--- src/rtl/spq_pkg.sv ---
// Shared types and constants for the sorted priority queue.
`default_nettype none

package spq_pkg;

  localparam int TAG_W = 16;
  localparam int LVL_W = 2;
  localparam int OCC_W = 5;
  localparam int ST_W  = 2;

  localparam logic OP_PUSH = 1'b0;
  localparam logic OP_POP  = 1'b1;

  localparam logic [ST_W-1:0] ST_PUSHED = 2'd0;
  localparam logic [ST_W-1:0] ST_POPPED = 2'd1;
  localparam logic [ST_W-1:0] ST_EMPTY  = 2'd2;
  localparam logic [ST_W-1:0] ST_FULL   = 2'd3;

  // One stored entry.
  typedef struct packed {
    logic [TAG_W-1:0] tag;
    logic [LVL_W-1:0] level;
  } entry_t;

  // Broadcast to every cell in the chain.
  typedef struct packed {
    logic   push_en;
    logic   pop_en;
    entry_t new_entry;
  } cell_ctrl_t;

  // Where a cell sits relative to the fill count.
  typedef struct packed {
    logic occupied;
    logic at_end;
  } cell_pos_t;

endpackage

`default_nettype wire

--- src/rtl/spq_cell.sv ---
// One slot of the queue chain: holds an entry, shifts in from either neighbour.
`default_nettype none

module spq_cell (
  input  wire                 clk,
  input  spq_pkg::cell_ctrl_t ctrl,
  input  spq_pkg::cell_pos_t  pos,
  input  wire                 lt_left,
  input  spq_pkg::entry_t     left_entry,
  input  spq_pkg::entry_t     right_entry,
  output logic                lt_here,
  output spq_pkg::entry_t     entry
);
  import spq_pkg::*;

  entry_t entry_next;
  logic   take_new;

  // Entries are held in descending priority from cell 0; the new one goes
  // ahead of the first stored entry with a strictly lower level.
  assign lt_here  = pos.occupied && (entry.level < ctrl.new_entry.level);
  assign take_new = (lt_here || pos.at_end) && !lt_left;

  always_comb begin
    entry_next = entry;
    if (ctrl.push_en) begin
      if (take_new) begin
        entry_next = ctrl.new_entry;
      end else if (lt_left) begin
        entry_next = left_entry;
      end
    end else if (ctrl.pop_en) begin
      entry_next = right_entry;
    end
  end

  always_ff @(posedge clk) begin
    entry <= entry_next;
  end

endmodule

`default_nettype wire

--- src/rtl/sorted_priority_queue.sv ---
// Top level of the sorted priority queue: cell chain, fill count, result register.
//
// Input channel (in_valid/in_ready): one transaction carries op, entry_tag and
// level. op OP_PUSH stores the entry, op OP_POP serves the most urgent entry,
// oldest first among equal levels.
// Output channel (out_valid/out_ready): exactly one result per input
// transaction, in order: status, served_tag, served_level, occupancy.
// Result timing: the result is registered and shows in the cycle after acceptance.
// Throughput: one transaction per cycle while the output is not stalled. Every
// cell compares its own level against the incoming one and shifts in the same
// cycle, so the chain update and the single result register set the rate; no loop spans cycles.
// Stall: in_ready = !out_valid || out_ready, so while a result is held the
// input is stalled until it is taken; nothing is dropped meanwhile.
// Reset (rst, synchronous): the fill count and out_valid clear; slot
// contents are left as they are and are never seen until written.
// A push when full or a pop when empty leaves the queue untouched and
// reports ST_FULL / ST_EMPTY with served fields at zero.
`default_nettype none

module sorted_priority_queue #(
  parameter int QUEUE_DEPTH = 16
) (
  input  wire                          clk,
  input  wire                          rst,
  input  wire                          in_valid,
  output logic                         in_ready,
  input  wire                          op,
  input  wire  [spq_pkg::TAG_W-1:0]    entry_tag,
  input  wire  [spq_pkg::LVL_W-1:0]    level,
  output logic                         out_valid,
  input  wire                          out_ready,
  output logic [spq_pkg::ST_W-1:0]     status,
  output logic [spq_pkg::TAG_W-1:0]    served_tag,
  output logic [spq_pkg::LVL_W-1:0]    served_level,
  output logic [spq_pkg::OCC_W-1:0]    occupancy
);
  import spq_pkg::*;

  localparam int CNT_W = $clog2(QUEUE_DEPTH + 1);

  logic [CNT_W-1:0] count;
  logic [CNT_W-1:0] count_next;
  logic             in_fire;
  logic             full;
  logic             empty;
  cell_ctrl_t       ctrl;

  entry_t cell_entry [QUEUE_DEPTH];
  logic   cell_lt    [QUEUE_DEPTH];

  logic [ST_W-1:0]  status_next;
  logic [TAG_W-1:0] served_tag_next;
  logic [LVL_W-1:0] served_level_next;

  assign in_ready = !out_valid || out_ready;
  assign in_fire  = in_valid && in_ready;
  assign full     = (count == CNT_W'(QUEUE_DEPTH));
  assign empty    = (count == '0);

  assign ctrl.push_en             = in_fire && (op == OP_PUSH) && !full;
  assign ctrl.pop_en              = in_fire && (op == OP_POP) && !empty;
  assign ctrl.new_entry.tag       = entry_tag;
  assign ctrl.new_entry.level     = level;

  // Chain of cells; cell 0 holds the entry served next.
  for (genvar j = 0; j < QUEUE_DEPTH; j++) begin : g_cell
    cell_pos_t pos;
    logic      lt_left;
    entry_t    left_entry;
    entry_t    right_entry;

    assign pos.occupied = (CNT_W'(j) < count);
    assign pos.at_end   = (CNT_W'(j) == count);

    if (j == 0) begin : g_head
      assign lt_left    = 1'b0;
      assign left_entry = ctrl.new_entry;
    end else begin : g_body
      assign lt_left    = cell_lt[j-1];
      assign left_entry = cell_entry[j-1];
    end

    // Tail cell has no right neighbour; what it loads on pop is never read.
    if (j == QUEUE_DEPTH - 1) begin : g_tail
      assign right_entry = cell_entry[j];
    end else begin : g_inner
      assign right_entry = cell_entry[j+1];
    end

    spq_cell u_cell (
      .clk        (clk),
      .ctrl       (ctrl),
      .pos        (pos),
      .lt_left    (lt_left),
      .left_entry (left_entry),
      .right_entry(right_entry),
      .lt_here    (cell_lt[j]),
      .entry      (cell_entry[j])
    );
  end

  // Result and fill count for the accepted transaction.
  always_comb begin
    count_next        = count;
    status_next       = ST_PUSHED;
    served_tag_next   = '0;
    served_level_next = '0;
    if (op == OP_PUSH) begin
      if (full) begin
        status_next = ST_FULL;
      end else begin
        count_next = count + CNT_W'(1);
      end
    end else begin
      if (empty) begin
        status_next = ST_EMPTY;
      end else begin
        status_next       = ST_POPPED;
        served_tag_next   = cell_entry[0].tag;
        served_level_next = cell_entry[0].level;
        count_next        = count - CNT_W'(1);
      end
    end
  end

  always_ff @(posedge clk) begin
    if (rst) begin
      count     <= '0;
      out_valid <= 1'b0;
    end else begin
      if (in_fire) begin
        count     <= count_next;
        out_valid <= 1'b1;
      end else if (out_ready) begin
        out_valid <= 1'b0;
      end
    end
  end

  // Result payload: no reset needed.
  always_ff @(posedge clk) begin
    if (in_fire) begin
      status       <= status_next;
      served_tag   <= served_tag_next;
      served_level <= served_level_next;
      occupancy    <= OCC_W'(count_next);
    end
  end

  a_count_bound: assert property (@(posedge clk) disable iff (rst)
    count <= CNT_W'(QUEUE_DEPTH))
    else $error("fill count above queue depth");

  a_push_count: assert property (@(posedge clk) disable iff (rst)
    ctrl.push_en |=> count == CNT_W'($past(count) + CNT_W'(1)))
    else $error("push did not raise fill count");

  a_pop_count: assert property (@(posedge clk) disable iff (rst)
    ctrl.pop_en |=> count == CNT_W'($past(count) - CNT_W'(1)))
    else $error("pop did not lower fill count");

  a_result_follows: assert property (@(posedge clk) disable iff (rst)
    in_fire |=> out_valid)
    else $error("accepted transaction gave no result");

  a_head_sorted: assert property (@(posedge clk) disable iff (rst)
    count >= CNT_W'(2) |-> cell_entry[0].level >= cell_entry[1].level)
    else $error("head cells out of priority order");

endmodule

`default_nettype wire

--- config.mk ---
export PLATFORM = sky130hd
export DESIGN_NAME = sorted_priority_queue
export DESIGN_NICKNAME = d
export VERILOG_FILES = /design/src/rtl/spq_pkg.sv /design/src/rtl/spq_cell.sv /design/src/rtl/sorted_priority_queue.sv
export SDC_FILE = /design/constraint.sdc
export NUM_CORES = 1
export LEC_CHECK = 0
export BUFFER_PORTS_ARGS = -buffer_cell sky130_fd_sc_hd__buf_4
export CORE_MARGIN = 2
export CORE_UTILIZATION = 50
export CTS_CLUSTER_SIZE = 25
export DETAILED_ROUTE_END_ITERATION = 8
export MAX_ROUTING_LAYER = met4
export PLACE_DENSITY = 0.69
export SYNTH_ARGS = -nofsm -noshare
export SYNTH_HDL_FRONTEND = slang
export SYNTH_SLANG_ARGS = --single-unit
--- constraint.sdc ---
create_clock -name clk -period 3.4 [get_ports clk]
set_clock_uncertainty 0.2 [all_clocks]
set_input_delay 0.17 -clock clk [delete_from_list [all_inputs] [get_ports clk]]
set_output_delay 0.17 -clock clk [all_outputs]
set_load 0.05 [all_outputs]
==> results.toml <==
[sta]
fin_crit_sh_pct = 88.6
finalMaxSlewViolations = 0
max_freq_mhz = 332
slew_headroom_pct = 20.2
rsz0062_at_grt = "no"
hold_viol = 0
finalWorstSetupSlack_ns = 0.386
tightest_slew_ns = 1.20
fin_crit_ns = 3.01
finalSetupViolCount = 0

[logic_synthesis]
synth_nets = 1593
synthArstFlopShare_pct = 0
yosys_warnings = 0
synth_edf_count = 313
synth_top_area_cell = "edfxtp_1"
synth_most_common_cell = "edfxtp_1"
ys_ff_latch = 319
ys_seq_area_share_pct = 55.9
yosysTopAreaCellShare_pct = 55.2
ys_types = 72
synth_cells = 1549
synth.cell_area_um2 = 17000
synth_area_leaders = "edfxtp_1 55%, nand2_1 6.5%, o211ai_1 6.1%, mux2i_1 4.2%, nand3_1 3.7%"
syn_avg_cell_area_um2 = 11.0
yosys-top-cells-count = "313 x edfxtp_1, 293 x nand2_1, 139 x o211ai_1"
synthFlopType = "edfxtp_1"

[setup_path]
cp.required_ns = 3.44
worstPathArrival_ns = 3.05
cp_max_fo = 18
crit_path_end_kind = "register"
cp_slowest_cell = "o21bai_2"
critical_path_class = "input port to register"
critPathMaxStageDelay_ns = 0.96
start_kind = "input port"
worstPathCellList = "dlygate4sd3_1, buf_4, inv_1, buf_4, ha_1, a211oi_2, o21bai_2, mux2i_1, o21ai_0"
cp_common_cell = "buf_4"

[cells_and_area]
regArea_um2 = 9520
diodes = 0
multi_input_area_um2 = 6770
fillCellCount = 2847
area_growth_pct = 12.8
drive_gt1_share_pct = 14.6
final_util_pct = 57.3
final_nets = 1624

[floorplan]
num_io_pins = 50
rows = 67
die_h_um = 189
die_x_um = 189
dieArea_um2 = 35600
core_area_um2 = 33500
start_util_pct = 50.8

[cts]
cts_tree = "yes"
clk_pin_slew_ns = 0.06
post-cts-setup-buffer-count = 0
h-tree-depth = 2
cts_sinks = 319
clk_latency_ns = 0.53
cts_buffer_depth = 3
cts_root_buffer = "clkbuf_16"
numCtsBuffers = 36

[placed_design]
post-dp-hpwl_um = 28600
place_ws_ns = 0.428
port_buffers = 49
globalplace.congestion = 0.883

[global_route]
grt_pass1_wl_um = 68700
track_usage_pct = 24.5
grt_overflow_total = 0
antenna_found_initial = 0
grt_max_degree = 108
grt_pass1_vias = 13100

[detailed_routing]
vias = 12700
wl_um = 42100
avgRoutedWirePerCell_um = 20.5
drc_errors = 0
ant_nets = 0
via_per_inst = 6.16
drt_pass1_iterations = 6
drtIter0Drc = 1001

[job]
max_cap_violations = 0

[power]
leakagePower_uw = 0.00686
ir_drop_uv = 334
power_uw = 11400
p_per_area_nw_per_um2 = 594

[hold_path]
min_path_type = "input port to register"

[run_status]
status = "completed"
==> where the power goes <==
part,switching (µW),internal (µW),total [µW]
Clock,1600,2180,3770
Combinational,1520,815,2330
Sequential,267,5040,5310
Total,3380,8030,11400
==> final timing paths <==
| check | startpoint | end | slack (ns) | cells after the start |
|---|---|---|---|---|
| worst max-delay path | level[1] | g_cell[7].u_cell.entry[6] | 0.39 | 9 |
| worst min register to register | g_cell[15].u_cell.entry[2] | g_cell[14].u_cell.entry[2] | 0.33 | 2 |
| worst max register to register | count[3] | g_cell[8].u_cell.entry[16] | 0.41 | 5 |
| worst min-delay path | level[0] | g_cell[8].u_cell.entry[0] | 0.02 | 2 |
==> logic make-up after synthesis <==
family	count (synthesis)	synth area share [%]
compound gates	361	15.6
flops	319	55.9
mux	89	5.55
buf+inv	168	4.97
xor+xnor	5	0.257
simple gates	586	16.2
fa+ha+maj	21	1.54
==> critical path, delay by kind of cell <==
kind | cells | cell delay (ns)
muxes | 1 | 0.26
adders and majority gates | 1 | 0.30
buffers and inverters | 4 | 1.10
AOI/OAI and AO/OA | 3 | 1.20
==> area by class of cell <==
| class | instances | area share, % |
|---|---|---|
| clock buffers | 42 | 4.81 |
| clock inverters | 21 | 0.984 |
| inverters | 27 | 0.528 |
| multi-input cells | 1062 | 35.2 |
| flip-flops and latches | 319 | 49.6 |
| well taps | 448 | 2.92 |
| repair buffers | 134 | 5.97 |
==> layout by cell type (no fill, tap or decap), types with 4 or more instances in the layout <==
cell,synthesis,routed
mux2i_1,72,72
nor2_1,39,38
clkbuf_16,0,36
nand2_1,293,292
a221o_1,20,20
clkinv_2,0,4
o21ai_0,42,42
a21oi_2,3,12
nor3_1,5,5
or4_1,18,18
buf_4,11,106
nand4_1,19,19
nand2b_1,19,19
inv_1,25,25
clkbuf_1,58,6
o211ai_2,8,8
a21oi_1,24,15
o31ai_1,20,20
ha_1,21,21
buf_12,1,7
dlygate4sd3_1,0,21
o211ai_1,139,139
mux2_2,8,8
o21ai_1,40,40
clkinv_1,0,10
nand3_1,127,127
dfxtp_1,6,6
nor3b_1,4,4
and2_1,24,24
a31oi_1,22,19
edfxtp_1,313,313
mux2_4,9,9
a211oi_1,5,5
nor2b_1,21,21
==> flip-flops by register name, indices dropped and copies added (netlist names) <==
signal / flops
occupancy: 5
out_valid: 1
status: 2
served_level: 2
count: 5
served_tag: 16
g_cell.u_cell.entry: 288
==> layer usage <==
metal	part of all wire [%]	up-vias	GRT usage, %
met5	0	-	-
met4	2.4	0	7.27
met3	4.0	74	2.64
met2	51	326	42.2
met1	43	6339	30.7
li1	-	5916	-
==> metrics by stage <==
step | std cells | area (µm²) | hold slack [ns] | TNS (ns)
2_1_floorplan | 1549 | 17000 | 0.0391 | -59.71
3_3_place_gp | 1969 | 17900 | 0.195 | 0
3_5_place_dp | 1969 | 17900 | 0.196 | 0
4_1_cts | 2053 | 19200 | 0.00655 | 0
5_1_grt | 2053 | 19200 | 0.0508 | 0
6_report | 2053 | 19200 | 0.0176 | 0
==> what timing repair did <==
| action | in CTS | in global routing |
|---|---|---|
| hold buffers | 21 | 0 |
| endpoints found under the hold margin | 124 | 0 |
| setup endpoints to repair | 0 | 0 |
| gates resized for setup | 0 | 0 |
Note: power is estimated with default switching activity, not from simulation.
